==> src/hdl/sha1bsh_pkg.sv <==
// types, constants and helpers shared by the sha-1 byte stream hasher
`timescale 1ns / 1ps

package sha1bsh_pkg;

   // sequencer states
   typedef enum logic [2:0] {
      ST_IDLE,
      ST_START,
      ST_ROUND,
      ST_FINISH,
      ST_PAD_MARK,
      ST_PAD_ZERO,
      ST_PAD_LEN,
      ST_OUT
   } st_type;

   // commands from the sequencer to the compression core
   typedef struct packed {
      logic       load_byte;
      logic [7:0] byte_val;
      logic       start;
      logic       round;
      logic [6:0] rnd;
      logic       finish;
      logic       init_h;
      logic [2:0] word_sel;
   } core_cmd_type;

   localparam logic [4:0][31:0] H_INIT = {
      32'hC3D2E1F0, 32'h10325476, 32'h98BADCFE, 32'hEFCDAB89, 32'h67452301
   };

   localparam logic [3:0][31:0] K_TABLE = {
      32'hCA62C1D6, 32'h8F1BBCDC, 32'h6ED9EBA1, 32'h5A827999
   };

   // round groups
   localparam logic [1:0] RG_CHOOSE  = 2'd0;
   localparam logic [1:0] RG_PARITY1 = 2'd1;
   localparam logic [1:0] RG_MAJOR   = 2'd2;
   localparam logic [1:0] RG_PARITY2 = 2'd3;

   localparam logic [6:0] LAST_ROUND     = 7'd79;
   localparam logic [5:0] FILL_LAST      = 6'd63;
   localparam logic [5:0] FILL_LEN_START = 6'd56;
   localparam logic [2:0] LEN_LAST       = 3'd7;
   localparam logic [2:0] LAST_WORD_IDX  = 3'd4;
   localparam logic [7:0] PAD_MARK_BYTE  = 8'h80;

   function automatic logic [1:0] round_group(input logic [6:0] rnd);
      logic [1:0] grp;
      if (rnd < 7'd20) begin
         grp = RG_CHOOSE;
      end else if (rnd < 7'd40) begin
         grp = RG_PARITY1;
      end else if (rnd < 7'd60) begin
         grp = RG_MAJOR;
      end else begin
         grp = RG_PARITY2;
      end
      return grp;
   endfunction

endpackage

==> src/hdl/sha1bsh_core.sv <==
// sha-1 compression core: block shift line, one round unit, chaining words
`timescale 1ns / 1ps

module sha1bsh_core import sha1bsh_pkg::*; (
   input  logic         clock,
   input  logic         reset,
   input  core_cmd_type cmd,
   output logic [31:0]  word_out
);

   logic [4:0][31:0] h_ff, h_in;
   logic [31:0]      a_ff, b_ff, c_ff, d_ff, e_ff;
   logic [31:0]      a_in, b_in, c_in, d_in, e_in;
   logic [511:0]     blk_ff, blk_in;
   logic [31:0]      w0, w2, w8, w13, w_new;
   logic [31:0]      f_val, k_val, t_val;
   logic [1:0]       grp;

   // schedule taps, w[k] sits at the k-th word from the top
   assign w0    = blk_ff[511:480];
   assign w2    = blk_ff[447:416];
   assign w8    = blk_ff[255:224];
   assign w13   = blk_ff[95:64];
   assign w_new = {w13[30:0] ^ w8[30:0] ^ w2[30:0] ^ w0[30:0],
                   w13[31] ^ w8[31] ^ w2[31] ^ w0[31]};

   assign grp   = round_group(cmd.rnd);
   assign k_val = K_TABLE[grp];

   always_comb begin
      case (grp)
         RG_CHOOSE: f_val = (b_ff & c_ff) | (~b_ff & d_ff);
         RG_MAJOR:  f_val = (b_ff & c_ff) | (b_ff & d_ff) | (c_ff & d_ff);
         default:   f_val = b_ff ^ c_ff ^ d_ff;
      endcase
   end

   assign t_val = {a_ff[26:0], a_ff[31:27]} + f_val + e_ff + w0 + k_val;

   always_comb begin
      h_in   = h_ff;
      a_in   = a_ff;
      b_in   = b_ff;
      c_in   = c_ff;
      d_in   = d_ff;
      e_in   = e_ff;
      blk_in = blk_ff;
      if (cmd.load_byte) begin
         blk_in = {blk_ff[503:0], cmd.byte_val};
      end
      if (cmd.start) begin
         a_in = h_ff[0];
         b_in = h_ff[1];
         c_in = h_ff[2];
         d_in = h_ff[3];
         e_in = h_ff[4];
      end
      if (cmd.round) begin
         a_in   = t_val;
         b_in   = a_ff;
         c_in   = {b_ff[1:0], b_ff[31:2]};
         d_in   = c_ff;
         e_in   = d_ff;
         blk_in = {blk_ff[479:0], w_new};
      end
      if (cmd.finish) begin
         h_in[0] = h_ff[0] + a_ff;
         h_in[1] = h_ff[1] + b_ff;
         h_in[2] = h_ff[2] + c_ff;
         h_in[3] = h_ff[3] + d_ff;
         h_in[4] = h_ff[4] + e_ff;
      end
      if (cmd.init_h) begin
         h_in = H_INIT;
      end
   end

   always_comb begin
      case (cmd.word_sel)
         3'd0:    word_out = h_ff[0];
         3'd1:    word_out = h_ff[1];
         3'd2:    word_out = h_ff[2];
         3'd3:    word_out = h_ff[3];
         3'd4:    word_out = h_ff[4];
         default: word_out = h_ff[0];
      endcase
   end

   always_ff @(posedge clock) begin
      if (reset) begin
         h_ff <= H_INIT;
      end else begin
         h_ff <= h_in;
      end
   end

   always_ff @(posedge clock) begin
      a_ff   <= a_in;
      b_ff   <= b_in;
      c_ff   <= c_in;
      d_ff   <= d_in;
      e_ff   <= e_in;
      blk_ff <= blk_in;
   end

endmodule

==> src/hdl/sha1_byte_stream_hasher.sv <==
// sha-1 byte stream hasher top level: sequencer, counters and handshakes
`timescale 1ns / 1ps

//  channel | direction | payload                                         | handshake
//  req     | in        | data_byte[8], byte_valid, end_of_message        | req_valid/req_ready
//  rsp     | out       | digest_word[32], word_index[3], too_long, last  | rsp_valid/rsp_ready
//
//  an idle transaction (byte or no byte, no end mark) is accepted directly in the idle state
//  every 64th byte starts a compression: load working words, 80 rounds, chaining add
//  end of message: padding is fed one byte per cycle outside compressions (up to 72
//  bytes, and a pause to turn to the length) through one or two compressions, then five
//  digest transactions, one per rsp_ready
//  synchronous active-high reset; no clearing pass, ready the cycle after reset
//  req_ready is low whenever a block is compressing, padding or the digest is out

module sha1_byte_stream_hasher import sha1bsh_pkg::*; (
   input  logic        clock,
   input  logic        reset,
   input  logic        req_valid,
   output logic        req_ready,
   input  logic [7:0]  req_data_byte,
   input  logic        req_byte_valid,
   input  logic        req_end_of_message,
   output logic        rsp_valid,
   input  logic        rsp_ready,
   output logic [31:0] rsp_digest_word,
   output logic [2:0]  rsp_word_index,
   output logic        rsp_message_too_long,
   output logic        rsp_last_word
);

   st_type       state_ff, state_in;
   st_type       ret_ff, ret_in;      // where to go after a compression
   logic [5:0]   fill_ff, fill_in;    // bytes held in the current block
   logic [63:0]  bit_count_ff, bit_count_in;
   logic         ovf_ff, ovf_in;      // sticky length overflow
   logic [6:0]   rnd_ff, rnd_in;
   logic [2:0]   lcnt_ff, lcnt_in;    // length byte counter
   logic [2:0]   oidx_ff, oidx_in;    // digest word counter
   logic [64:0]  count_sum;
   logic         absorb;
   core_cmd_type cmd;
   logic [31:0]  core_word;

   sha1bsh_core u_core (
      .clock    (clock),
      .reset    (reset),
      .cmd      (cmd),
      .word_out (core_word)
   );

   assign count_sum = {1'b0, bit_count_ff} + 65'd8;
   // a byte is taken into the block only before the length has overflowed
   assign absorb    = req_byte_valid && !ovf_ff;

   always_comb begin
      state_in     = state_ff;
      ret_in       = ret_ff;
      fill_in      = fill_ff;
      bit_count_in = bit_count_ff;
      ovf_in       = ovf_ff;
      rnd_in       = rnd_ff;
      lcnt_in      = lcnt_ff;
      oidx_in      = oidx_ff;
      cmd          = '0;
      cmd.word_sel = oidx_ff;
      req_ready    = 1'b0;
      rsp_valid    = 1'b0;
      case (state_ff)
         ST_IDLE: begin
            req_ready = 1'b1;
            if (req_valid) begin
               ret_in = req_end_of_message ? ST_PAD_MARK : ST_IDLE;
               if (absorb) begin
                  cmd.load_byte = 1'b1;
                  cmd.byte_val  = req_data_byte;
                  fill_in       = fill_ff + 6'd1;
                  bit_count_in  = count_sum[63:0];
                  if (count_sum[64]) begin
                     ovf_in = 1'b1;
                  end
               end
               if (absorb && fill_ff == FILL_LAST) begin
                  state_in = ST_START;
               end else if (req_end_of_message) begin
                  state_in = ST_PAD_MARK;
               end
            end
         end
         ST_START: begin
            cmd.start = 1'b1;
            rnd_in    = '0;
            state_in  = ST_ROUND;
         end
         ST_ROUND: begin
            cmd.round = 1'b1;
            cmd.rnd   = rnd_ff;
            rnd_in    = rnd_ff + 7'd1;
            if (rnd_ff == LAST_ROUND) begin
               state_in = ST_FINISH;
            end
         end
         ST_FINISH: begin
            cmd.finish = 1'b1;
            state_in   = ret_ff;
         end
         ST_PAD_MARK: begin
            cmd.load_byte = 1'b1;
            cmd.byte_val  = PAD_MARK_BYTE;
            fill_in       = fill_ff + 6'd1;
            state_in      = ST_PAD_ZERO;
            if (fill_ff == FILL_LAST) begin
               ret_in   = ST_PAD_ZERO;
               state_in = ST_START;
            end
         end
         ST_PAD_ZERO: begin
            if (fill_ff == FILL_LEN_START) begin
               lcnt_in  = '0;
               state_in = ST_PAD_LEN;
            end else begin
               cmd.load_byte = 1'b1;
               fill_in       = fill_ff + 6'd1;
               if (fill_ff == FILL_LAST) begin
                  ret_in   = ST_PAD_ZERO;
                  state_in = ST_START;
               end
            end
         end
         ST_PAD_LEN: begin
            // big-endian length, count shifted out a byte at a time
            cmd.load_byte = 1'b1;
            cmd.byte_val  = bit_count_ff[63:56];
            bit_count_in  = {bit_count_ff[55:0], 8'h00};
            fill_in       = fill_ff + 6'd1;
            lcnt_in       = lcnt_ff + 3'd1;
            if (lcnt_ff == LEN_LAST) begin
               oidx_in  = '0;
               ret_in   = ST_OUT;
               state_in = ST_START;
            end
         end
         ST_OUT: begin
            rsp_valid = 1'b1;
            if (rsp_ready) begin
               if (oidx_ff == LAST_WORD_IDX) begin
                  // back to the initial state for the next message
                  cmd.init_h   = 1'b1;
                  bit_count_in = '0;
                  ovf_in       = 1'b0;
                  fill_in      = '0;
                  oidx_in      = '0;
                  state_in     = ST_IDLE;
               end else begin
                  oidx_in = oidx_ff + 3'd1;
               end
            end
         end
         default: begin
            state_in = ST_IDLE;
         end
      endcase
   end

   assign rsp_digest_word      = core_word;
   assign rsp_word_index       = oidx_ff;
   assign rsp_message_too_long = ovf_ff;
   assign rsp_last_word        = (oidx_ff == LAST_WORD_IDX);

   always_ff @(posedge clock) begin
      if (reset) begin
         state_ff     <= ST_IDLE;
         ret_ff       <= ST_IDLE;
         fill_ff      <= '0;
         bit_count_ff <= '0;
         ovf_ff       <= 1'b0;
         rnd_ff       <= '0;
         lcnt_ff      <= '0;
         oidx_ff      <= '0;
      end else begin
         state_ff     <= state_in;
         ret_ff       <= ret_in;
         fill_ff      <= fill_in;
         bit_count_ff <= bit_count_in;
         ovf_ff       <= ovf_in;
         rnd_ff       <= rnd_in;
         lcnt_ff      <= lcnt_in;
         oidx_ff      <= oidx_in;
      end
   end

   // a full block always starts a compression
   a_full_block: assert property (@(posedge clock) disable iff (reset)
      (state_ff == ST_IDLE && req_valid && absorb && fill_ff == FILL_LAST)
      |=> state_ff == ST_START)
      else $error("full block did not start compression");

   // length bytes land in the last eight byte slots of the block
   a_len_slot: assert property (@(posedge clock) disable iff (reset)
      state_ff == ST_PAD_LEN |-> fill_ff == {FILL_LEN_START[5:3], lcnt_ff})
      else $error("length byte out of place");

   // the round counter never runs past the last round
   a_round_range: assert property (@(posedge clock) disable iff (reset)
      state_ff == ST_ROUND |-> rnd_ff <= LAST_ROUND)
      else $error("round counter out of range");

   // last digest transaction returns the block to idle
   a_last_word_idle: assert property (@(posedge clock) disable iff (reset)
      (rsp_valid && rsp_ready && rsp_last_word) |=> (!rsp_valid && req_ready))
      else $error("no return to idle after digest");

   // digest index stays within five words
   a_word_index: assert property (@(posedge clock) disable iff (reset)
      rsp_valid |-> rsp_word_index <= LAST_WORD_IDX)
      else $error("digest word index out of range");

endmodule

==> config.mk <==
export PLATFORM = sky130hd
export DESIGN_NAME = sha1_byte_stream_hasher
export DESIGN_NICKNAME = d
export VERILOG_FILES = /design/src/hdl/sha1bsh_pkg.sv /design/src/hdl/sha1bsh_core.sv /design/src/hdl/sha1_byte_stream_hasher.sv
export SDC_FILE = /design/constraint.sdc
export NUM_CORES = 2
export LEC_CHECK = 0
export BUFFER_PORTS_ARGS = -buffer_cell sky130_fd_sc_hd__buf_2
export CAP_MARGIN = 20
export CELL_PAD_IN_SITES_DETAIL_PLACEMENT = 2
export CELL_PAD_IN_SITES_GLOBAL_PLACEMENT = 2
export CORE_MARGIN = 10
export CORE_UTILIZATION = 45
export CTS_BUF_LIST = sky130_fd_sc_hd__clkbuf_4
export DETAILED_ROUTE_END_ITERATION = 10
export GPL_ROUTABILITY_DRIVEN = 1
export PLACE_DENSITY = 0.95
export SETUP_SLACK_MARGIN = 0.3
export SLEW_MARGIN = 0
export SYNTH_ARGS = -nofsm -noshare
export SYNTH_HDL_FRONTEND = slang
export SYNTH_SLANG_ARGS = --single-unit
==> constraint.sdc <==
create_clock -name clock -period 116.8 [get_ports clock]
set_clock_uncertainty 0.15 [all_clocks]
set_input_delay 11.68 -clock clock [delete_from_list [all_inputs] [get_ports clock]]
set_output_delay 11.68 -clock clock [all_outputs]
set_load 0.005 [all_outputs]
* Word level (Yosys, flattened, before mapping)
Index checks and enable logic that the tools add are counted.
** Word-level totals
- Logic and storage cells :: 176
- Input port bits :: 14
- Output and inout bits :: 39
- Bits in registers :: 922
** Operators by class
- Add/sub/neg operators :: 14
- Equal/unequal tests :: 27
- Order comparisons :: 4
- Muxes and demuxes :: 73
- Bitwise logic cells :: 16
- Reductions and logical operators :: 23
** Operators by type and width (count)
- 2-to-1 mux 512 bit :: 2
- 2-to-1 mux 32 bit :: 11
- adder 32 bit :: 9
- 2-to-1 mux 64 bit :: 4
- case mux 64 bit (3 select lines) :: 1
- AND 32 bit :: 4
- case mux 32 bit (4 select lines) :: 1
- OR 32 bit :: 3
- XOR 31 bit :: 3
- adder 64 x 4 -> 65 bit (second input constant) :: 1
- binary-select mux 32 bit (select 2 bit) :: 1
- case mux 32 bit (2 select lines) :: 1
- XOR 32 bit :: 2
- 2-to-1 mux 3 bit :: 19
- NOT 32 bit :: 1
- 2-to-1 mux 6 bit :: 5
- case mux 3 bit (8 select lines) :: 1
- case mux 6 bit (4 select lines) :: 1
- case mux 8 bit (3 select lines) :: 1
- equality test 3 bit (second input constant) :: 6
- 2-to-1 mux 9 bit :: 2
- != test 2 bit (second input constant) :: 9
- < comparator 7 x 6 -> 1 bit (second input constant) :: 2
- 2-to-1 mux 1 bit :: 14
- other kinds (33) :: 53

* Depth between registers and ports, before layout
- Depth after elaboration :: 13
- Gate-level depth with buffers :: 27
- Depth with buffers taken out :: 25

* Hierarchy
A second synthesis with hierarchy kept.
** Second synthesis, totals
- Cell total of the unflattened synthesis :: 4856
- Area total of the unflattened synthesis :: 54192.0 µm²
** By module, submodules not included
- sha1bsh_core :: cells each 4076, seq. area each 23382.4 µm², area each 48502.8 µm², times used 1
- sha1_byte_stream_hasher :: cells each 780, seq. area each 1741.7 µm², area each 5689.2 µm², times used 1

* Least setup slack after synthesis
No wires, ideal clock.
- Path kind :: input to register
- From :: in req_valid
- To :: reg u_core.blk_ff[0], enable pin
- Setup slack :: 67.138 ns
- Data required time :: 114.553 ns
- Data arrival time :: 47.416 ns
- Setup time :: 2.097 ns
- Cell stages on the path :: 2
- Path buffers :: 0
- Path through :: nand2_1 o21ai_0
** Between the ends
- Longest elaborated chain between the ends :: 3
** Ends and longest elaborated chain
- from (decl) :: RTL line sha1_byte_stream_hasher.sv:19 : input logic req_valid,
- 2-to-1 mux 9 bit :: RTL line sha1_byte_stream_hasher.sv:72 : if (req_valid) begin
- case mux 1 bit (3 select lines) :: RTL line sha1_byte_stream_hasher.sv:69 : case (state_ff)
- nonzero test 2 bit (no line)
- to (signal assigned) :: RTL line sha1bsh_core.sv:103 : blk_ff <= blk_in;
- to (decl) :: RTL line sha1bsh_core.sv:14 : logic [511:0] blk_ff, blk_in;
No other way between the ends.
A chain may end at the register's enable or synchronous reset.

* Worst setup path in the final report
- From :: reg oidx_ff[0], in the netlist rsp_word_index[0]
- To :: out rsp_digest_word[16]
** Between the ends
- Longest elaborated chain between the ends :: 2
- Elaborated cells on any way between the ends :: 5
- Classes of those cells :: eq/ne (4); mux (1)
** Ends and longest elaborated chain
- from (decl) :: RTL line sha1_byte_stream_hasher.sv:39 : logic [2:0] oidx_ff, oidx_in;
- from (signal assigned) :: RTL line sha1_byte_stream_hasher.sv:188 : oidx_ff <= oidx_in;
- equality test 3 bit, or another cell as far along :: RTL line sha1bsh_core.sv:79 : case (cmd.word_sel)
- case mux 32 bit (4 select lines) (*) :: RTL line sha1bsh_core.sv:79
- to (decl) :: RTL line sha1_byte_stream_hasher.sv:26 : output logic [31:0] rsp_digest_word,
Every way passes the cells marked *; elsewhere a longest branch is shown, timed or not.

==> results.md <==
* Largest vdd supply drop at roughly 31 µV
* Detailed Place HPWL at 162200 µm
* Gate power share at 51.8%
* P_int at roughly 1.1 mW
* Vias in the first global route at 58980
* Layout cells sized above 1 at roughly a tenth
* Setup WS pre-CTS at a little over 100000 ps
* Pin count of the biggest net entering global routing at ~250
* Total CTS buffers at roughly 290
* Post-synth top flop: edfxtp_1
* Synth cell types at between 80 and 90
* FF-to-FF Start: state_ff[0]
* TNS Setup at 0 ps
* Hold Crit Start: bit_count_ff[31]
* Critical-path cell list: inv_1, ha_1, and2_2, buf_4, or4_2, buf_4, a31oi_1, buf_2
* Setup violations, final at 0
* CTS tree: done
* Max clock buf depth at 4
* Post-CTS resize count at 0
* Die area at ~130000 µm²
* Final worst slack at ~100000 ps
* Fin crit share at ~15%
* Net Count, Synth at roughly 6300
* First drt pass iteration count at 9
* Avg WL per Cell at about 42 µm
* Vias at about 57000
* PD cells at ~39 nW/µm²
* Core Area at 117800 µm²
* Post-synth EDFFs at between 600 and 700
* Net load switching power at 1.211 mW
* Maximum clock frequency at ~58 MHz
* Clock Power Share at about 17%
* Post-DR vias/cell at a little over 7
* Hold buffers post-CTS at 0
* Post-CTS setup buffer count at 0
* Sequential power share at 31.6%
* Synthesized instance count at 5995
* Die W at about 360 µm
* Row count at about 130
* IO buf count at 52
* Top cell type's share of synthesized area at 37.88%
* WHS at roughly 370 ps
* Ys async rst share at 0%
* CP Data Arrival Time at between 5000 and 6000 ps
* CP most frequent cell: buf_4
* Clock Latency Late Sink at 1420 ps
* Initial DRC count at about 9200
* Dominant cell type by area after synthesis: edfxtp_1
* Placed inst area at 54900 µm²
* Outcome: finished with violations
* Clk pin slew, worst setup/hold paths at ~90 ps
* Sequential share of the synthesized area at 47.16%
* Critical path startpoint: rsp_word_index[0]
* Setup crit start kind: flop
* Global-route wire length before repair at 423400 µm
* Leak pwr at 24.43 nW
* Routed Antenna Nets at 0
* Ports at 53
* CP required at between 100000 and 150000 ps
* Initial Util at roughly 45%
* Root Buffer: clkbuf_4
* Critical path's slowest cell: a31oi_1
* Grt ovf at 0
* Max-cap violations at 5
* Die height at ~360 µm
* Slew Limit Headroom at -42.47%
* Clock sinks at 919
* Detailed-route wire length at about 330000 µm
* Number of synthesis warnings at 0
* Least-Margin Pin Slew at ~2100 ps
* Slew Viols, Final at 9
* Hold Path Class: reg2reg
* Failing checks: max-capacitance violations, max-slew violations
* Hold Vio Cnt, Final at 0
* Fin crit period at around 17000 ps
* Sw Ratio at between 50 and 60%
* Crit Path Category: reg2out
* Max FO, Critical Path at slightly below 60
* Htree depth at 5
* RSZ-0062 raised after global routing: false
* Worst Setup End Kind: primary output
* Initial antenna violation count at 27
* Synthesized area at approximately 53000 µm²
* DRC at 0
* Gr usage total at a little over two fifths
* Design area at just under 60000 µm²
* Avg Cell Area, Syn at between 8 and 9 µm²
* Area Growth Syn to Fin at 9.770%
* Worst path max stage delay at roughly 940 ps
* Final #Nets at between 6000 and 7000
* Dominant cells by area after synthesis: edfxtp_1 38%, nand2_1 15%, dfxtp_1 9.3%, ha_1 4.7%, fa_1 4.7%
* GPL Wtd Cong at between 0.9 and 1
* #FFs+latches synth at approximately 920
cells in the mapped netlist (all sizes together) (10+ instances only):
library cell  instances
a22oi                93
xor2                 72
dfxtp               247
nor2b                27
nand2b               33
ha                  202
nor3                 60
or3                  16
xnor2               195
nand2              2090
and4                 10
nand4                27
a211oi               42
buf                  21
nor2                305
o21bai               20
a21o                 70
fa                  125
and2                 14
a22o                 25
clkbuf              270
and3                 30
a21oi               330
o21ai               303
a21boi               10
edfxtp              672
o31ai                25
inv                 265
a31oi                52
o21a                 39
o211ai               45
a221oi               15
nand3                75
a211o                14
mux2i                35
power groups by stage:
stage / sequential, mW / combinational, mW / clock (mW)
after global routing: 0.713 / 1.18 / 0.384
after global placement: 0.650 / 0.804 / 0
after floorplan: 0.800 / 0.607 / 0
after CTS: 0.691 / 1.04 / 0.360
final: 0.716 / 1.17 / 0.375
after detailed placement: 0.675 / 0.930 / 0
layer usage:
layer  track usage [%]  share of wire [%]
met1             46.37                 32
met5                 0              0.036
met4             37.26                 12
met2             69.38                 43
met3             12.59                 12
layout by cell type, fill, tap and decap left out, drive strengths merged, types with 14 or more instances in the layout:
cell	count
fa	125
ha	202
edfxtp	672
a21o	70
a221oi	15
a211oi	42
nor2b	27
nand4	27
mux2i	35
clkbuf	436
or3	16
xor2	72
nor2	305
a22o	25
clkinv	47
inv	272
nand2b	33
a21oi	330
o21ai	303
and3	30
nand3	75
o21a	39
o21bai	20
o211ai	45
a211o	14
buf	110
o31ai	25
xnor2	195
dfxtp	247
nand2	2090
diode	18
nor3	60
a22oi	93
and2	14
a31oi	52
state kept, by name, summed over array words and instances (netlist names):
signal	count
state_ff	3
fill_ff	6
bit_count_ff	61
u_core.blk_ff	512
lcnt_ff	3
u_core.a_ff	32
rsp_message_too_long	1
u_core.e_ff	32
u_core.h_ff	160
ret_ff	3
u_core.b_ff	32
u_core.d_ff	32
rsp_word_index	3
u_core.c_ff	32
rnd_ff	7
per-stage QoR:
step / total power [mW] / instances / util, %
2_1_floorplan: 1.406 / 5995 / -
3_3_place_gp: 1.454 / 7347 / 46.62
3_5_place_dp: 1.605 / 7347 / 46.62
4_1_cts: 2.091 / 7834 / 49.55
5_1_grt: 2.281 / 7847 / 49.64
6_report: 2.263 / 7857 / 49.66
worst paths after layout:
path / endpoint / slack [ps] / depth (start not counted)
min reg2reg: bit_count_ff[31] / 370 / 2
min: bit_count_ff[31] / 370 / 2
max: rsp_digest_word[16] / 99560 / 8
max reg2reg: u_core.a_ff[29] / 106450 / 26
final cells by class:
| class | count | area [µm²] |
|---|---|---|
| clock buffer | 434 | 3258 |
| fill | 12640 | 59290 |
| clock inverter | 53 | 201.4 |
| inverter | 266 | 998.5 |
| timing repair buffer | 112 | 780.7 |
| sequential | 919 | 25120 |
| multi-input combinational | 4519 | 26150 |
| tap | 1536 | 1922 |
| antenna | 18 | 45.04 |
worst max-delay path: cells and delay by family (launching register included):
| family | cells | cell delay, ps |
|---|---|---|
| and+or+nand+nor | 2 | 1060 |
| AOI/OAI and AO/OA | 1 | 940 |
| adders and majority gates | 1 | 240 |
| DFF | 1 | 490 |
| buffers and inverters | 4 | 1140 |
kinds of logic after synthesis:
kind of cell / synth area share (%)
AOI/OAI and AO/OA: 13.68
xor gates and xnor gates: 4.389
muxes: 0.7915
buffers and inverters: 3.957
and+or+nand+nor: 20.58
DFF: 47.16
adders and majority gates: 9.441
No activity file was read; power rests on OpenSTA's default activity.
